### src/rtl/mcobm_pkg.sv
// Package for the multicart outer bank mapper: transaction kinds, register
// indexes, field widths, the outer register struct and the result struct.
// No dependencies.
`default_nettype none

package mcobm_pkg;

  localparam int unsigned KindW     = 3;
  localparam int unsigned PlaceW    = 3;
  localparam int unsigned ByteW     = 8;
  localparam int unsigned PrgBankW  = 7;
  localparam int unsigned ChrBankW  = 10;
  localparam int unsigned DipW      = 4;

  // transaction kinds
  localparam logic [KindW-1:0] KIND_REG_WRITE  = 3'd0;
  localparam logic [KindW-1:0] KIND_ROM_READ   = 3'd1;
  localparam logic [KindW-1:0] KIND_PRG_XLATE  = 3'd2;
  localparam logic [KindW-1:0] KIND_CHR_XLATE  = 3'd3;
  localparam logic [KindW-1:0] KIND_SOFT_RESET = 3'd4;

  // outer register indexes (low two address bits)
  localparam logic [1:0] REG_MODE   = 2'd0;
  localparam logic [1:0] REG_BANK   = 2'd1;
  localparam logic [1:0] REG_CHR    = 2'd2;
  localparam logic [1:0] REG_UNUSED = 2'd3;

  typedef struct packed {
    logic [ByteW-1:0] mode;
    logic [ByteW-1:0] bank;
    logic [ByteW-1:0] chr;
  } outer_regs_t;

  typedef struct packed {
    logic [PrgBankW-1:0] prg_bank;
    logic [ChrBankW-1:0] chr_bank;
    logic [DipW-1:0]     read_data;
    logic                cart_read;
    logic                wram_write;
    logic                remap;
  } result_t;

endpackage

`default_nettype wire

### src/rtl/mcobm_req_if.sv
// Request channel of the outer bank mapper: valid/ready plus request fields.
// Depends on mcobm_pkg.
`default_nettype none

interface mcobm_req_if;
  logic                          valid;
  logic                          ready;
  logic [mcobm_pkg::KindW-1:0]   kind;
  logic [mcobm_pkg::PlaceW-1:0]  place;
  logic [mcobm_pkg::ByteW-1:0]   value;
  logic [mcobm_pkg::ByteW-1:0]   bank_six;
  logic                          wram_writable;

  modport source (output valid, kind, place, value, bank_six, wram_writable, input ready);
  modport sink   (input valid, kind, place, value, bank_six, wram_writable, output ready);
endinterface

`default_nettype wire

### src/rtl/mcobm_rsp_if.sv
// Response channel of the outer bank mapper: valid/ready plus result fields.
// Depends on mcobm_pkg.
`default_nettype none

interface mcobm_rsp_if;
  logic                            valid;
  logic                            ready;
  logic [mcobm_pkg::PrgBankW-1:0]  prg_bank;
  logic [mcobm_pkg::ChrBankW-1:0]  chr_bank;
  logic [mcobm_pkg::DipW-1:0]      read_data;
  logic                            cart_read;
  logic                            wram_write;
  logic                            remap;

  modport source (output valid, prg_bank, chr_bank, read_data, cart_read, wram_write, remap,
                  input ready);
  modport sink   (input valid, prg_bank, chr_bank, read_data, cart_read, wram_write, remap,
                  output ready);
endinterface

`default_nettype wire

### src/rtl/multicart_outer_bank_mapper.sv
// Top level of the multicart outer bank mapper: input stage, outer register
// update and result register. Depends on mcobm_pkg, mcobm_req_if,
// mcobm_rsp_if and mcobm_xlate.
//
//   channel  dir  payload                                              flow
//   req_i    in   kind place value bank_six wram_writable              valid/ready
//   rsp_o    out  prg_bank chr_bank read_data cart_read wram_write remap valid/ready
//
// Two register stages: a request is captured in the input stage, then the
// translation and register update feed the result register combinationally.
// Throughput is one transaction per cycle while rsp_o takes each result.
// Reset clears the outer registers, the DIP value and both stage valids.
// A stalled result holds in place; the stages ahead keep filling until full.
`default_nettype none

module multicart_outer_bank_mapper (
  input  wire         clk_i,
  input  wire         rst_ni,
  mcobm_req_if.sink   req_i,
  mcobm_rsp_if.source rsp_o
);

  // input stage
  logic                          s1_valid_q;
  logic [mcobm_pkg::KindW-1:0]   s1_kind_q;
  logic [mcobm_pkg::PlaceW-1:0]  s1_place_q;
  logic [mcobm_pkg::ByteW-1:0]   s1_value_q;
  logic [mcobm_pkg::ByteW-1:0]   s1_bank_six_q;
  logic                          s1_writable_q;
  logic                          s1_ready;
  logic                          s1_fire;

  // state
  mcobm_pkg::outer_regs_t        regs_q, regs_d;
  logic [mcobm_pkg::DipW-1:0]    dip_q, dip_d;

  // result stage
  logic                          out_valid_q;
  mcobm_pkg::result_t            res_q, res_d;

  logic [mcobm_pkg::PrgBankW-1:0] prg_bank;
  logic [mcobm_pkg::ChrBankW-1:0] chr_bank;

  assign s1_ready    = !out_valid_q || rsp_o.ready;
  assign s1_fire     = s1_valid_q && s1_ready;
  assign req_i.ready = !s1_valid_q || s1_ready;

  always_ff @(posedge clk_i or negedge rst_ni) begin
    if (!rst_ni) begin
      s1_valid_q <= 1'b0;
    end else if (req_i.ready) begin
      s1_valid_q <= req_i.valid;
    end
  end

  always_ff @(posedge clk_i) begin
    if (req_i.valid && req_i.ready) begin
      s1_kind_q     <= req_i.kind;
      s1_place_q    <= req_i.place;
      s1_value_q    <= req_i.value;
      s1_bank_six_q <= req_i.bank_six;
      s1_writable_q <= req_i.wram_writable;
    end
  end

  mcobm_xlate u_xlate (
    .regs_i     (regs_q),
    .place_i    (s1_place_q),
    .value_i    (s1_value_q),
    .bank_six_i (s1_bank_six_q),
    .prg_bank_o (prg_bank),
    .chr_bank_o (chr_bank)
  );

  always_comb begin
    regs_d = regs_q;
    dip_d  = dip_q;
    res_d  = '0;
    unique case (s1_kind_q)
      mcobm_pkg::KIND_REG_WRITE: begin
        if (s1_writable_q) begin
          res_d.wram_write = 1'b1;
          if (!regs_q.mode[7]) begin
            res_d.remap = 1'b1;
            unique case (s1_place_q[1:0])
              mcobm_pkg::REG_MODE:   regs_d.mode = s1_value_q;
              mcobm_pkg::REG_BANK:   regs_d.bank = s1_value_q;
              mcobm_pkg::REG_CHR:    regs_d.chr  = s1_value_q;
              mcobm_pkg::REG_UNUSED: ;
              default: ;
            endcase
          end else if (s1_place_q[1:0] == mcobm_pkg::REG_CHR) begin
            // locked: only the low two bits of the CHR outer reg stay writable
            res_d.remap      = 1'b1;
            regs_d.chr[1:0]  = s1_value_q[1:0];
          end
        end
      end
      mcobm_pkg::KIND_ROM_READ: begin
        if (regs_q.mode[6]) begin
          res_d.read_data = dip_q;
        end else begin
          res_d.cart_read = 1'b1;
        end
      end
      mcobm_pkg::KIND_PRG_XLATE: res_d.prg_bank = prg_bank;
      mcobm_pkg::KIND_CHR_XLATE: res_d.chr_bank = chr_bank;
      mcobm_pkg::KIND_SOFT_RESET: begin
        dip_d       = dip_q + mcobm_pkg::DipW'(1);
        regs_d      = '0;
        res_d.remap = 1'b1;
      end
      default: ;
    endcase
  end

  always_ff @(posedge clk_i or negedge rst_ni) begin
    if (!rst_ni) begin
      regs_q      <= '0;
      dip_q       <= '0;
      out_valid_q <= 1'b0;
    end else begin
      if (s1_fire) begin
        regs_q <= regs_d;
        dip_q  <= dip_d;
      end
      if (s1_ready) begin
        out_valid_q <= s1_valid_q;
      end
    end
  end

  always_ff @(posedge clk_i) begin
    if (s1_fire) begin
      res_q <= res_d;
    end
  end

  assign rsp_o.valid      = out_valid_q;
  assign rsp_o.prg_bank   = res_q.prg_bank;
  assign rsp_o.chr_bank   = res_q.chr_bank;
  assign rsp_o.read_data  = res_q.read_data;
  assign rsp_o.cart_read  = res_q.cart_read;
  assign rsp_o.wram_write = res_q.wram_write;
  assign rsp_o.remap      = res_q.remap;

  // lock bit only drops through a soft reset
  assert property (@(posedge clk_i) disable iff (!rst_ni)
    regs_q.mode[7] && !(s1_fire && s1_kind_q == mcobm_pkg::KIND_SOFT_RESET)
    |=> regs_q.mode[7])
    else $error("outer lock released without soft reset");

  // DIP value moves only on a soft reset
  assert property (@(posedge clk_i) disable iff (!rst_ni)
    !(s1_fire && s1_kind_q == mcobm_pkg::KIND_SOFT_RESET) |=> $stable(dip_q))
    else $error("DIP value changed outside soft reset");

  // a ROM read result is either DIP data or cartridge data
  assert property (@(posedge clk_i) disable iff (!rst_ni)
    out_valid_q && res_q.cart_read |-> res_q.read_data == '0 && !res_q.remap)
    else $error("cartridge read mixed with DIP data");

  // state only changes when a transaction moves into the result register
  assert property (@(posedge clk_i) disable iff (!rst_ni)
    !s1_fire |=> $stable(regs_q))
    else $error("outer registers changed without a transaction");

endmodule

`default_nettype wire

### src/rtl/mcobm_xlate.sv
// PRG and CHR bank translation from inner MMC3 bank numbers and outer regs.
// Pure combinational; depends on mcobm_pkg.
`default_nettype none

module mcobm_xlate (
  input  var mcobm_pkg::outer_regs_t          regs_i,
  input  wire [mcobm_pkg::PlaceW-1:0]         place_i,
  input  wire [mcobm_pkg::ByteW-1:0]          value_i,
  input  wire [mcobm_pkg::ByteW-1:0]          bank_six_i,
  output logic [mcobm_pkg::PrgBankW-1:0]      prg_bank_o,
  output logic [mcobm_pkg::ChrBankW-1:0]      chr_bank_o
);

  logic [mcobm_pkg::PrgBankW-1:0] prg_mask;
  logic [mcobm_pkg::PrgBankW-1:0] prg_hi;
  logic [mcobm_pkg::PrgBankW-1:0] prg_sel;
  logic [mcobm_pkg::ByteW-1:0]    sel_b6;

  logic [mcobm_pkg::ByteW-1:0]    chr_mask;
  logic [mcobm_pkg::ChrBankW-1:0] chr_hi;
  logic [6:0]                     chr_b8;

  // PRG: 128K or 256K outer window, NROM modes take the bank from MMC3 reg 6
  always_comb begin
    prg_mask = regs_i.bank[2] ? 7'h0F : 7'h1F;
    prg_hi   = {regs_i.mode[4], regs_i.bank[1:0], 4'h0} & ~prg_mask;
    if (regs_i.bank[3]) begin
      sel_b6 = bank_six_i;
    end else if (!place_i[1]) begin
      sel_b6 = bank_six_i & ~8'h02;
    end else begin
      sel_b6 = bank_six_i | 8'h02;
    end
    prg_sel = sel_b6[mcobm_pkg::PrgBankW-1:0] & prg_mask;
    if (regs_i.bank[7]) begin
      prg_bank_o = prg_hi | {prg_sel[6:1], place_i[0]};
    end else begin
      prg_bank_o = prg_hi | (value_i[mcobm_pkg::PrgBankW-1:0] & prg_mask);
    end
  end

  // CHR: 128K or 256K outer window, CNROM mode builds the 1K bank from chr_outer
  always_comb begin
    chr_mask = regs_i.bank[6] ? 8'h7F : 8'hFF;
    chr_hi   = {regs_i.mode[5], regs_i.bank[5:4], 7'h00} & ~{2'b00, chr_mask};
    chr_b8   = chr_hi[9:3] | {2'b00, regs_i.chr[4:0] & chr_mask[7:3]};
    if (regs_i.mode[3]) begin
      chr_bank_o = {chr_b8, place_i};
    end else begin
      chr_bank_o = chr_hi | {2'b00, value_i & chr_mask};
    end
  end

endmodule

`default_nettype wire

### src/flat_wrapper.sv
// flat-port wrapper written by rule: the top's interface ports become plain ports
module multicart_outer_bank_mapper_flat 
  (clk_i, rst_ni, req_i_valid, req_i_kind, req_i_place, req_i_value, req_i_bank_six, req_i_wram_writable, req_i_ready, rsp_o_valid, rsp_o_prg_bank, rsp_o_chr_bank, rsp_o_read_data, rsp_o_cart_read, rsp_o_wram_write, rsp_o_remap, rsp_o_ready);
  mcobm_req_if req_i_i ();
  mcobm_rsp_if rsp_o_i ();
  input  wire clk_i;
  input  wire rst_ni;
  input wire logic [$bits(req_i_i.valid)-1:0] req_i_valid;
  input wire logic [$bits(req_i_i.kind)-1:0] req_i_kind;
  input wire logic [$bits(req_i_i.place)-1:0] req_i_place;
  input wire logic [$bits(req_i_i.value)-1:0] req_i_value;
  input wire logic [$bits(req_i_i.bank_six)-1:0] req_i_bank_six;
  input wire logic [$bits(req_i_i.wram_writable)-1:0] req_i_wram_writable;
  output wire logic [$bits(req_i_i.ready)-1:0] req_i_ready;
  output wire logic [$bits(rsp_o_i.valid)-1:0] rsp_o_valid;
  output wire logic [$bits(rsp_o_i.prg_bank)-1:0] rsp_o_prg_bank;
  output wire logic [$bits(rsp_o_i.chr_bank)-1:0] rsp_o_chr_bank;
  output wire logic [$bits(rsp_o_i.read_data)-1:0] rsp_o_read_data;
  output wire logic [$bits(rsp_o_i.cart_read)-1:0] rsp_o_cart_read;
  output wire logic [$bits(rsp_o_i.wram_write)-1:0] rsp_o_wram_write;
  output wire logic [$bits(rsp_o_i.remap)-1:0] rsp_o_remap;
  input wire logic [$bits(rsp_o_i.ready)-1:0] rsp_o_ready;
  assign req_i_i.valid = req_i_valid;
  assign req_i_i.kind = req_i_kind;
  assign req_i_i.place = req_i_place;
  assign req_i_i.value = req_i_value;
  assign req_i_i.bank_six = req_i_bank_six;
  assign req_i_i.wram_writable = req_i_wram_writable;
  assign req_i_ready = req_i_i.ready;
  assign rsp_o_valid = rsp_o_i.valid;
  assign rsp_o_prg_bank = rsp_o_i.prg_bank;
  assign rsp_o_chr_bank = rsp_o_i.chr_bank;
  assign rsp_o_read_data = rsp_o_i.read_data;
  assign rsp_o_cart_read = rsp_o_i.cart_read;
  assign rsp_o_wram_write = rsp_o_i.wram_write;
  assign rsp_o_remap = rsp_o_i.remap;
  assign rsp_o_i.ready = rsp_o_ready;
  multicart_outer_bank_mapper u_core (.clk_i(clk_i), .rst_ni(rst_ni), .req_i(req_i_i), .rsp_o(rsp_o_i));
endmodule
### config.mk
export PLATFORM = sky130hd
export DESIGN_NAME = multicart_outer_bank_mapper_flat
export DESIGN_NICKNAME = d
export VERILOG_FILES = /design/src/rtl/mcobm_pkg.sv /design/src/rtl/mcobm_req_if.sv /design/src/rtl/mcobm_rsp_if.sv /design/src/rtl/multicart_outer_bank_mapper.sv /design/src/rtl/mcobm_xlate.sv /design/src/flat_wrapper.sv
export SDC_FILE = /design/constraint.sdc
export NUM_CORES = 1
export LEC_CHECK = 0
export BUFFER_PORTS_ARGS = -buffer_cell sky130_fd_sc_hd__buf_2
export CAP_MARGIN = 20
export CORE_ASPECT_RATIO = 1.1
export CORE_UTILIZATION = 35
export DETAILED_ROUTE_END_ITERATION = 10
export PLACE_DENSITY = 0.66
export SYNTH_ARGS = -nofsm -noshare
export SYNTH_HDL_FRONTEND = slang
export SYNTH_SLANG_ARGS = --single-unit
export TNS_END_PERCENT = 30
### constraint.sdc
create_clock -name clk_i -period 2.8 [get_ports clk_i]
set_input_delay 0.28 -clock clk_i [delete_from_list [all_inputs] [get_ports clk_i]]
set_output_delay 0.28 -clock clk_i [all_outputs]
set_load 0.05 [all_outputs]
Word-level counts from Yosys, hierarchy flattened

Index checks and enable logic that the tools add are counted.
Widths: inputs -> output; s select.

Input bits: 27
Register bits: 73
Logic and storage cells: 78

Reductions and logical operators: 16
Bitwise logic cells: 12
Add/subtract/negate cells: 1
Equal/unequal tests: 11
Muxes and demuxes: 19

Operators with widths:

| cell                | number |
|---|---|
| $pmux 24 s2         | 1 |
| $mux 8              | 4 |
| $mux 24             | 1 |
| $mux 22             | 1 |
| $reduce_and 5->1    | 3 |
| $and 7x7->7         | 2 |
| $or 7x7->7          | 2 |
| $and 10x10->10      | 1 |
| $mux 10             | 1 |
| $mux 2              | 5 |
| $not 8->10          | 1 |
| $or 10x8->10        | 1 |
| $and 8x8->8         | 1 |
| $and 7x5->7         | 1 |
| $mux 7              | 1 |
| $not 7->7           | 1 |
| $or 7x5->7          | 1 |
| $eq 3x2->1 const B  | 2 |
| $ne 2x2->1 const B  | 3 |
| $and 5x5->5         | 1 |
| $mux 5              | 1 |
| $add 4x1->4 const B | 1 |
| $ne 2x1->1 const B  | 2 |
| $reduce_and 2->1    | 2 |
| 14 further kinds    | 19 |

Logic depth before layout (Yosys ltp)

Gate-level depths: netlist (run 1).

Depth after elaboration: 5
Mapped depth: 6
Depth with buffers taken out: 4

Modules after synthesis

Synthesis (run 1) repeated with hierarchy kept, for this count alone.

Cell total of the unflattened synthesis: 201
Area, all modules: 3271.9 um^2

Modules (own cells, without submodules):

| module                      | area each (um^2) | times used | cells each |
|---|---|---|---|
| multicart_outer_bank_mapper | 3012.9           | 1          | 176 |
| mcobm_xlate                 | 259.0            | 1          | 25 |

Least setup slack after synthesis (run 1)

OpenSTA, ideal clock, no wires.

Kind: register to register
Start point: register u_core.out_valid_q, in the netlist u_core.rsp_o.valid
End point: register u_core.s1_bank_six_q[1] (netlist name), enable pin
Required time: 2.423 ns
Stages on the path, launching flop included: 4
Setup time: 0.377 ns
Period minus slack after synthesis: 2.160 ns
Data arrival time: 1.783 ns
Path slack: 0.640 ns
Cells stage by stage: dfrtp_1 -> nor2b_1 -> nand2_1 -> and2_1

Word-level cells in the longest chain between the ends: 4

Ends and longest elaborated chain:

| element                | RTL line                           | text |
|---|---|---|
| from (decl)            | multicart_outer_bank_mapper.sv:38  | `logic out_valid_q;` |
| from (signal assigned) | multicart_outer_bank_mapper.sv:128 | `out_valid_q <= s1_valid_q;` |
| $logic_not 1->1        | multicart_outer_bank_mapper.sv:44  | `assign s1_ready = !out_valid_q \|\| rsp_o.ready;` |
| $logic_or 1x1->1       | multicart_outer_bank_mapper.sv:44  |  |
| $logic_or 1x1->1       | multicart_outer_bank_mapper.sv:46  | `assign req_i.ready = !s1_valid_q \|\| s1_ready;` |
| net req_i_ready        | flat_wrapper.sv:14                 | `output wire logic [$bits(req_i_i.ready)-1:0] req_i_ready;` |
| $logic_and 1x1->1      | multicart_outer_bank_mapper.sv:57  | `if (req_i.valid && req_i.ready) begin` |
| to (signal assigned)   | multicart_outer_bank_mapper.sv:61  | `s1_bank_six_q <= req_i.bank_six;` |
| to (decl)              | multicart_outer_bank_mapper.sv:28  | `logic [mcobm_pkg::ByteW-1:0] s1_bank_six_q;` |

The timed path passes the listed nets, and every way through them passes these cells.
A chain may end at the register's enable or synchronous reset.

Worst setup path after layout (run 1)

Start point: register u_core.s1_kind_q[2] (netlist name)
End point: register u_core.regs_q[22] (netlist name)

Word-level cells in the longest chain between the ends: 3
Elaborated cells on any way between the ends: 8
Those cells by class: 4 x eq/ne; 1 x mux; 3 x reduce/logical

Ends and longest elaborated chain:

| element                                            | RTL line                           | text |
|---|---|---|
| from (decl)                                        | multicart_outer_bank_mapper.sv:25  | `logic [mcobm_pkg::KindW-1:0] s1_kind_q;` |
| from (signal assigned)                             | multicart_outer_bank_mapper.sv:58  | `s1_kind_q <= req_i.kind;` |
| $logic_not 3->1 or $eq 3x3->1 (tied branches)      | multicart_outer_bank_mapper.sv:79  | `unique case (s1_kind_q)` |
| $ne 2x1->1 (no line), or another cell as far along | --                                 |  |
| $reduce_and 5->1 (no line)                         | --                                 |  |
| to (signal assigned)                               | multicart_outer_bank_mapper.sv:124 | `regs_q <= regs_d;` |
| to (decl)                                          | multicart_outer_bank_mapper.sv:34  | `mcobm_pkg::outer_regs_t regs_q, regs_d;` |

Parallel ways exist; a longest one is shown, timed or not.

==> flow_metrics.py, run 1 <==
metrics = {
    "floorplanning": {
        "die_h_um": 94.50,
        "die-area_sq_um": 8136,
        "die_w_um": 86.10,
        "io_pins": 53,
        "fp.coreArea_sq_um": 7473,
        "start_util": 0.3643,
        "rows": 33,
    },
    "clocking": {
        "clkSinkCount": 67,
        "cts_htree_levels": 3,
        "cts_max_path_buffers": 2,
        "cts_buffers": 9,
        "cts_tree": "yes",
        "clk_latency_ps": 340,
        "clk_transition_reported_paths_ps": 70,
        "cts_setup_buffers": 0,
        "cts-root-buf": "clkbuf_8",
    },
    "finish": {
        "drive_gt1_frac": 0.2797,
        "mostFrequentLayoutCells": "48 x buf_2, 43 x edfxtp_1, 24 x nand2_1, 24 x dfrtp_1, 23 x nor2_1",
        "antennaDiodeCount": 0,
        "stdcell_area_sq_um": 3273,
        "final_nets": 284,
        "areaGrowthSynthToFinish_pct": 20.22,
        "layout_commonest_cell": "buf_2",
    },
    "worst_setup_path": {
        "path_class": "flop to flop",
        "cp.arrival_ps": 2090,
        "cp_slowest_cell": "nor4b_1",
        "crit_path_end_kind": "flop",
        "required_ps": 3050,
        "critPathBufInv": 0,
        "worstPathMaxFanout": 11,
        "critPathTopFamily": "simple AND/OR/NAND/NOR gates",
        "slowest_delay_ps": 590,
        "crit_path_cell_trace": "or3b_4, nor4b_1, nand2_1, mux2i_1",
        "critPathLaunchType": "flop",
    },
    "synthesis": {
        "synth_cell_types": 32,
        "seq_area_frac_synth": 0.6949,
        "synth_top_area_share": 0.4743,
        "syn_inst": 202,
        "synth-seq-cells": 67,
        "synth_nets": 230,
        "syn-cell-area_sq_um": 2723,
        "avgSynthCellArea_sq_um": 13.48,
        "synthTopCellsByArea": "edfxtp_1 47%, dfrtp_1 22%, mux2i_1 7.0%, nand2_1 3.3%, nor2_1 3.2%",
        "yosysWarnings": 0,
        "yosysTopAreaCell": "edfxtp_1",
    },
    "place": {
        "port_buffers": 48,
        "dpl.hpwl_um": 3583,
        "placed_area_sq_um": 3070,
        "place_congestion": 0.8506,
    },
    "route": {
        "wl_um": 5106,
        "vias": 1677,
        "drtIter0Drc": 91,
        "ant_nets": 0,
        "wl_per_cell_um": 13.95,
        "routed_via_density": 4.582,
        "drtPass1Iterations": 4,
        "drcViolationCount": 0,
    },
    "timing": {
        "finalSetupViolCount": 0,
        "relSlewSlack": 0.4287,
        "fin_crit_ps": 1835,
        "fin_crit_sh": 0.6555,
        "slew_viol_final": 0,
        "fin_setup_tns_ps": 0,
        "hold_viol": 0,
        "tightest_slew_ps": 856.9,
        "rsz0062_at_grt": "false",
        "fmax_mhz": 544.8,
        "fin_skew_ps": 11.52,
    },
    "grt": {
        "grt_pass1_wl_um": 8217,
        "grt_pass1_vias": 1631,
        "grtUsageTotal": 0.1371,
        "grt_max_degree": 25,
        "grt_antenna_before_repair": 0,
        "grt_overflow": 0,
    },
    "outcome": {
        "status": "complete, no violations",
    },
    "power_and_ir_drop": {
        "power.leakage_nw": 1.380,
        "vdd_drop_max_mv": 0.3250,
        "cellPowerDensity_nw_per_um2": 759.1,
    },
    "hold_path": {
        "hp-class": "input pin to flop",
    },
    "flow_run": {
        "cap_violations": 0,
    },
}
-- cells by family after synthesis --
| group | count (synthesis) | synth area share |
|---|---|---|
| simple gates | 73 | 0.1360 |
| mux | 24 | 0.09053 |
| xor+xnor | 3 | 0.009652 |
| buf+inv | 17 | 0.02528 |
| flops | 67 | 0.6949 |
| fa+ha+maj | 1 | 0.004595 |
| compound gates | 17 | 0.03906 |
-- synth_stat cells --
cell,instances
nand2_1,24
o21ai_0,9
nand3b_1,1
a211oi_1,1
xnor2_1,2
nor3b_4,1
and3_1,1
a31oi_1,1
or3b_4,1
a21oi_1,3
o2111ai_2,1
nor4b_1,3
inv_1,10
mux2_2,5
nor2b_1,1
o2bb2ai_1,1
and2_1,9
nor3_1,3
nor2_1,23
o41ai_1,1
nand2b_1,3
xor2_1,1
ha_1,1
or3b_2,1
buf_2,2
mux2i_1,19
and4bb_2,1
nand4_1,1
dfrtp_1,24
clkbuf_1,3
clkbuf_2,2
edfxtp_1,43
-- state kept, by name, indices dropped and copies added, names as in the netlist, 3 cells and up --
register	flops
u_core.regs_q	18
u_core.rsp_o.chr_bank	10
u_core.s1_value_q	8
u_core.rsp_o.prg_bank	7
u_core.dip_q	4
u_core.rsp_o.read_data	4
u_core.s1_bank_six_q	4
u_core.s1_kind_q	3
u_core.s1_place_q	3
-- per-stage QoR --
| step | hold WS (ps) | utilization | cells | worst slack (ps) | total power [mW] |
|---|---|---|---|---|---|
| CTS | 101.5 | 0.4380 | 366 | 962.7 | 2.505 |
| detailed placement | 313.0 | 0.4108 | 349 | 985.1 | 1.724 |
| global placement | 304.7 | 0.4108 | 349 | 989.6 | 1.700 |
| finish | 113.8 | 0.4380 | 366 | 964.6 | 2.485 |
| global route | 95.19 | 0.4380 | 366 | 842.1 | 2.595 |
| floorplan | -15.59 | - | 202 | 640.2 | 1.605 |
-- area by class of cell --
cell class | instances | area (sq um)
timing repair buffer | 50 | 257.7
clock inverter | 6 | 55.05
clock buffer | 10 | 137.6
tap | 105 | 131.4
sequential | 67 | 1892
multi-input combinational | 118 | 762.0
fill | 699 | 4200
inverter | 10 | 37.54
-- routing by layer --
| layer | routed length, um | track usage | up-vias |
|---|---|---|---|
| li1 | - | - | 817 |
| met1 | 2211 | 0.1689 | 802 |
| met2 | 2542 | 0.2249 | 49 |
| met3 | 268 | 0.03759 | 9 |
| met4 | 83 | 0.06250 | 0 |
| met5 | 0 | 0 | - |
-- what timing repair did --
item                                   4_1_cts  5_1_grt
hold buffers                                 1        0
resized for setup                            0        0
endpoints found under the hold margin       24        0
-- worst paths after layout --
kind                       depth (start not counted)              endpoint           startpoint  slack [ps]
max                                                4     u_core.regs_q[22]  u_core.s1_kind_q[2]         960
min                                                1  u_core.s1_place_q[2]       req_i_place[2]         110
max reg2reg                                        4     u_core.regs_q[22]  u_core.s1_kind_q[2]         960
min reg2reg                                        1       u_core.dip_q[3]      u_core.dip_q[3]         480
max in group asynchronous                          2      u_core.regs_q[4]               rst_ni        1940
min in group asynchronous                          2       u_core.dip_q[0]               rst_ni         470
-- power by group --
group	internal, mW	leakage, nW	total [mW]	switching, mW
clock	0.426	0.0971	0.784	0.358
combinational	0.145	0.558	0.380	0.235
sequential	1.21	0.725	1.32	0.115
total	1.78	1.38	2.48	0.708
Power figures use the tool's default switching activity.
==> run 2: changes to the inputs <==
clock period = 1.72 ns   (was 2.8 ns; I/O delays follow)
==> flow_metrics.py, run 2 (same netlist as run 1, synthesis figures left out) <==
metrics = {
    "timing": {
        "finalSetupViolCount": 0,
        "fin_crit_ps": 1560,
        "tightest_slew_ps": 612.8,
        "fin_setup_tns_ps": 0,
        "fin_crit_sh": 0.9071,
        "hold_viol": 0,
        "slew_viol_final": 0,
        "relSlewSlack": 0.5915,
        "fin_skew_ps": 6.100,
        "rsz0062_at_grt": "false",
        "fmax_mhz": 640.9,
    },
    "clocking": {
        "cts_htree_levels": 3,
        "clk_latency_ps": 340,
        "cts-root-buf": "clkbuf_8",
        "cts_max_path_buffers": 2,
        "cts_tree": "yes",
        "cts_buffers": 9,
        "clk_transition_reported_paths_ps": 60,
        "clkSinkCount": 67,
    },
    "floorplanning": {
        "die_w_um": 86.10,
        "rows": 33,
        "fp.coreArea_sq_um": 7473,
        "io_pins": 53,
        "start_util": 0.3643,
        "die_h_um": 94.50,
        "die-area_sq_um": 8136,
    },
    "grt": {
        "grt_max_degree": 25,
        "grt_overflow": 0,
        "grt_antenna_before_repair": 0,
        "grt_pass1_wl_um": 8424,
        "grtUsageTotal": 0.1426,
        "grt_pass1_vias": 1755,
    },
    "worst_setup_path": {
        "required_ps": 1950,
        "ff2ff_setup_slack_ps": 160,
        "cp.arrival_ps": 1790,
        "critPathTopFamily": "simple AND/OR/NAND/NOR gates",
        "path_class": "flop to flop",
        "critPathLaunchType": "flop",
        "crit_path_cell_trace": "or3b_4, nor3b_4, mux2_2",
        "r2r_cells": 3,
        "timing.rr.start": "u_core.s1_kind_q[1]",
        "timing.rr.end": "u_core.dip_q[1]",
        "slowest_delay_ps": 430,
        "crit_path_end_kind": "flop",
        "cp_slowest_cell": "or3b_4",
        "critPathBufInv": 0,
        "worstPathMaxFanout": 4,
    },
    "finish": {
        "antennaDiodeCount": 0,
        "areaGrowthSynthToFinish_pct": 30.47,
        "drive_gt1_frac": 0.2976,
        "layout_commonest_cell": "buf_2",
        "top_register": "u_core.regs_q",
        "stdcell_area_sq_um": 3552,
        "mostFrequentLayoutCells": "48 x buf_2, 43 x edfxtp_1, 23 x nand2_1, 23 x nor2_1, 23 x dfrtp_1",
        "largest_reg_flops": 18,
        "final_nets": 313,
    },
    "power_and_ir_drop": {
        "p_int_mw": 2.978,
        "p_comb_frac": 0.167,
        "clkPwrFrac": 0.313,
        "totalPowerFinal_mw": 4.094,
        "swShare": 0.2726,
        "switchingPower_mw": 1.116,
        "cellPowerDensity_nw_per_um2": 1152,
        "power_frac_seq": 0.520,
        "power.leakage_nw": 1.512,
        "vdd_drop_max_mv": 0.6208,
    },
    "route": {
        "drcViolationCount": 0,
        "drtPass1Iterations": 4,
        "routed_via_density": 4.482,
        "vias": 1766,
        "wl_um": 5130,
        "drtIter0Drc": 88,
        "ant_nets": 0,
        "wl_per_cell_um": 13.02,
    },
    "place": {
        "port_buffers": 48,
        "placed_area_sq_um": 3153,
        "dpl.hpwl_um": 3591,
        "place_congestion": 0.7820,
    },
    "hold_path": {
        "hp-class": "input pin to flop",
        "worstHoldPathCells": 2,
        "min_from": "req_i_valid",
        "holdPathEnd": "u_core.s1_valid_q",
    },
    "outcome": {
        "status": "complete, no violations",
    },
    "flow_run": {
        "cap_violations": 0,
    },
}
run 2: power by group through the flow:
stage / combinational [mW] / clock (mW) / sequential (mW)
2_1_floorplan: 0.356 / 0 / 2.26
4_1_cts: 0.691 / 1.32 / 2.13
3_3_place_gp: 0.641 / 0 / 2.15
3_5_place_dp: 0.655 / 0 / 2.16
6_report: 0.685 / 1.28 / 2.13
5_1_grt: 0.757 / 1.39 / 2.16
run 2: through the flow:
stage	hold WS, ps	cells	util	worst slack [ps]
final	25.65	394	0.4753	159.8
after global placement	195.0	359	0.4219	128.6
after floorplan	-123.6	202	-	16.78
after global routing	44.58	394	0.4753	46.11
after detailed placement	200.1	359	0.4219	100.8
after CTS	10.71	394	0.4745	88.06
run 2: layout make-up:
type / count / area [sq um]
clock buffer: 12 / 155.1
clock inverter: 3 / 37.54
fill: 704 / 3921
inverter: 10 / 37.54
multi-input combinational: 118 / 774.5
sequential: 67 / 1893
tap: 105 / 131.4
timing repair buffer: 79 / 523.0
run 2: what timing repair did:
| item | CTS | global route |
|---|---|---|
| endpoints found under the setup margin | 0 | 4 |
| buffers inserted | 0 | 0 |
| hold buffers | 20 | 0 |
| hold endpoints to repair | 43 | 0 |
| resized for setup | 0 | 1 |
run 2: per-layer routing:
metal	up-vias	GRT usage	wire [um]	share of wire
met5	-	0	0	0
met3	12	0.03934	250	0.049
li1	874	-	-	-
met2	43	0.2196	2522	0.49
met4	0	0.09444	130	0.025
met1	837	0.1758	2226	0.43
run 2: worst max-delay path by stage:
stage,startpoint,slack [ps],end,cells past startpoint
finish,u_core.s1_kind_q[1],160,u_core.dip_q[1],3
global route,u_core.s1_kind_q[2],50,u_core.regs_q[12],4
CTS,u_core.s1_kind_q[2],90,u_core.regs_q[22],5
detailed placement,u_core.s1_kind_q[2],100,u_core.regs_q[22],5
global placement,u_core.s1_kind_q[2],130,u_core.regs_q[20],5
floorplan,u_core.rsp_o.valid,20,u_core.s1_bank_six_q[1],3
==> run 3: changes to the inputs <==
PLACE_DENSITY = 0.55   (was 0.66)
==> flow_metrics.py, run 3 (same netlist as run 1, synthesis figures left out) <==
metrics = {
    "outcome": {
        "status": "complete, no violations",
    },
    "finish": {
        "final_nets": 311,
        "layout_commonest_cell": "buf_2",
        "antennaDiodeCount": 0,
        "top_register": "u_core.regs_q",
        "mostFrequentLayoutCells": "48 x buf_2, 43 x edfxtp_1, 23 x nand2_1, 23 x nor2_1, 23 x dfrtp_1",
        "largest_reg_flops": 18,
        "areaGrowthSynthToFinish_pct": 29.46,
        "drive_gt1_frac": 0.3056,
        "final_util": 0.4716,
    },
    "hold_path": {
        "worstHoldPathCells": 1,
        "holdPathEnd": "u_core.s1_writable_q",
        "hp-class": "input pin to flop",
        "min_from": "req_i_wram_writable",
    },
    "grt": {
        "grt_max_degree": 25,
        "grt_pass1_wl_um": 8355,
        "grt_pass1_vias": 1664,
        "grt_overflow": 0,
        "grt_antenna_before_repair": 0,
        "grtUsageTotal": 0.1421,
    },
    "timing": {
        "rsz0062_at_grt": "false",
        "relSlewSlack": 0.6167,
        "hold_viol": 0,
        "fin_skew_ps": 8.698,
        "fmax_mhz": 630.8,
        "tightest_slew_ps": 575.0,
        "finalSetupViolCount": 0,
        "fin_crit_ps": 1585,
        "fin_crit_sh": 0.9216,
        "fin_setup_tns_ps": 0,
        "slew_viol_final": 0,
    },
    "power_and_ir_drop": {
        "totalPowerFinal_mw": 4.056,
        "vdd_drop_max_mv": 0.5183,
        "cellPowerDensity_nw_per_um2": 1151,
        "power.leakage_nw": 1.503,
    },
    "worst_setup_path": {
        "r2r_cells": 3,
        "required_ps": 1950,
        "cp.arrival_ps": 1810,
        "timing.rr.start": "u_core.s1_kind_q[1]",
        "cp_slowest_cell": "or3b_4",
        "critPathTopFamily": "simple AND/OR/NAND/NOR gates",
        "worstPathMaxFanout": 5,
        "crit_path_end_kind": "flop",
        "critPathBufInv": 0,
        "slowest_delay_ps": 460,
        "crit_path_cell_trace": "or3b_4, nor3b_4, mux2_2",
        "critPathLaunchType": "flop",
        "path_class": "flop to flop",
        "ff2ff_setup_slack_ps": 130,
        "timing.rr.end": "u_core.dip_q[1]",
    },
    "floorplanning": {
        "fp.coreArea_sq_um": 7473,
        "die-area_sq_um": 8136,
        "io_pins": 53,
        "rows": 33,
        "die_h_um": 94.50,
        "die_w_um": 86.10,
        "start_util": 0.3643,
    },
    "clocking": {
        "cts_htree_levels": 3,
        "cts-root-buf": "clkbuf_8",
        "clk_transition_reported_paths_ps": 70,
        "clk_latency_ps": 330,
        "cts_setup_buffers": 0,
        "cts_tree": "yes",
        "clkSinkCount": 67,
        "cts_max_path_buffers": 2,
        "cts_buffers": 9,
    },
    "route": {
        "drtPass1Iterations": 4,
        "wl_um": 5122,
        "ant_nets": 0,
        "vias": 1721,
        "drcViolationCount": 0,
        "routed_via_density": 4.379,
        "wl_per_cell_um": 13.03,
        "drtIter0Drc": 91,
    },
    "place": {
        "place_congestion": 0.7836,
        "dpl.hpwl_um": 3571,
        "port_buffers": 48,
    },
    "flow_run": {
        "cap_violations": 0,
    },
}
[run 3: report_power, final]
| group | total [mW] | switching, mW | leakage (nW) | internal [mW] |
|---|---|---|---|---|
| sequential | 2.14 | 0.177 | 0.724 | 1.96 |
| combinational | 0.678 | 0.397 | 0.682 | 0.281 |
| clock | 1.24 | 0.574 | 0.0971 | 0.665 |
| total | 4.06 | 1.15 | 1.50 | 2.91 |
[run 3: per-layer routing]
layer | track usage | wire length (um)
met5 | 0 | 0
met4 | 0.05833 | 72
met3 | 0.05157 | 234
met2 | 0.2216 | 2429
met1 | 0.1795 | 2385
[run 3: worst max-delay path by stage]
stage | startpoint | slack (ps) | cells after the start | endpoint
floorplan | u_core.rsp_o.valid | 20 | 3 | u_core.s1_bank_six_q[1]
global placement | u_core.s1_kind_q[1] | 150 | 3 | u_core.dip_q[1]
finish | u_core.s1_kind_q[1] | 130 | 3 | u_core.dip_q[1]
global route | u_core.s1_kind_q[0] | 80 | 3 | u_core.dip_q[1]
CTS | u_core.s1_place_q[1] | 90 | 4 | u_core.regs_q[20]
detailed placement | u_core.s1_place_q[1] | 90 | 4 | u_core.regs_q[20]
[run 3: what timing repair did]
item,in CTS,in global routing
hold buffers,16,2
resized for setup,0,2
endpoints found under the setup margin,0,3
hold endpoints to repair,39,2
[run 3: cell type report]
class | instances | area [sq um]
fillers | 722 | 3949
repair buffers | 77 | 503.0
flip-flops and latches | 67 | 1893
inverters | 10 | 37.54
clock buffers | 11 | 131.4
clock inverters | 5 | 53.80
multi-input cells | 118 | 774.5
well taps | 105 | 131.4
[run 3: through the flow]
step           cells  instance area (sq um)  setup slack [ps]  hold slack, ps
2_1_floorplan    202                   2730             16.78          -123.6
3_3_place_gp     359                   3153             147.4           203.0
3_5_place_dp     359                   3153             92.39           202.8
4_1_cts          391                   3498             89.66          0.6729
5_1_grt          393                   3525             77.99           2.313
6_report         393                   3525             134.8           20.10
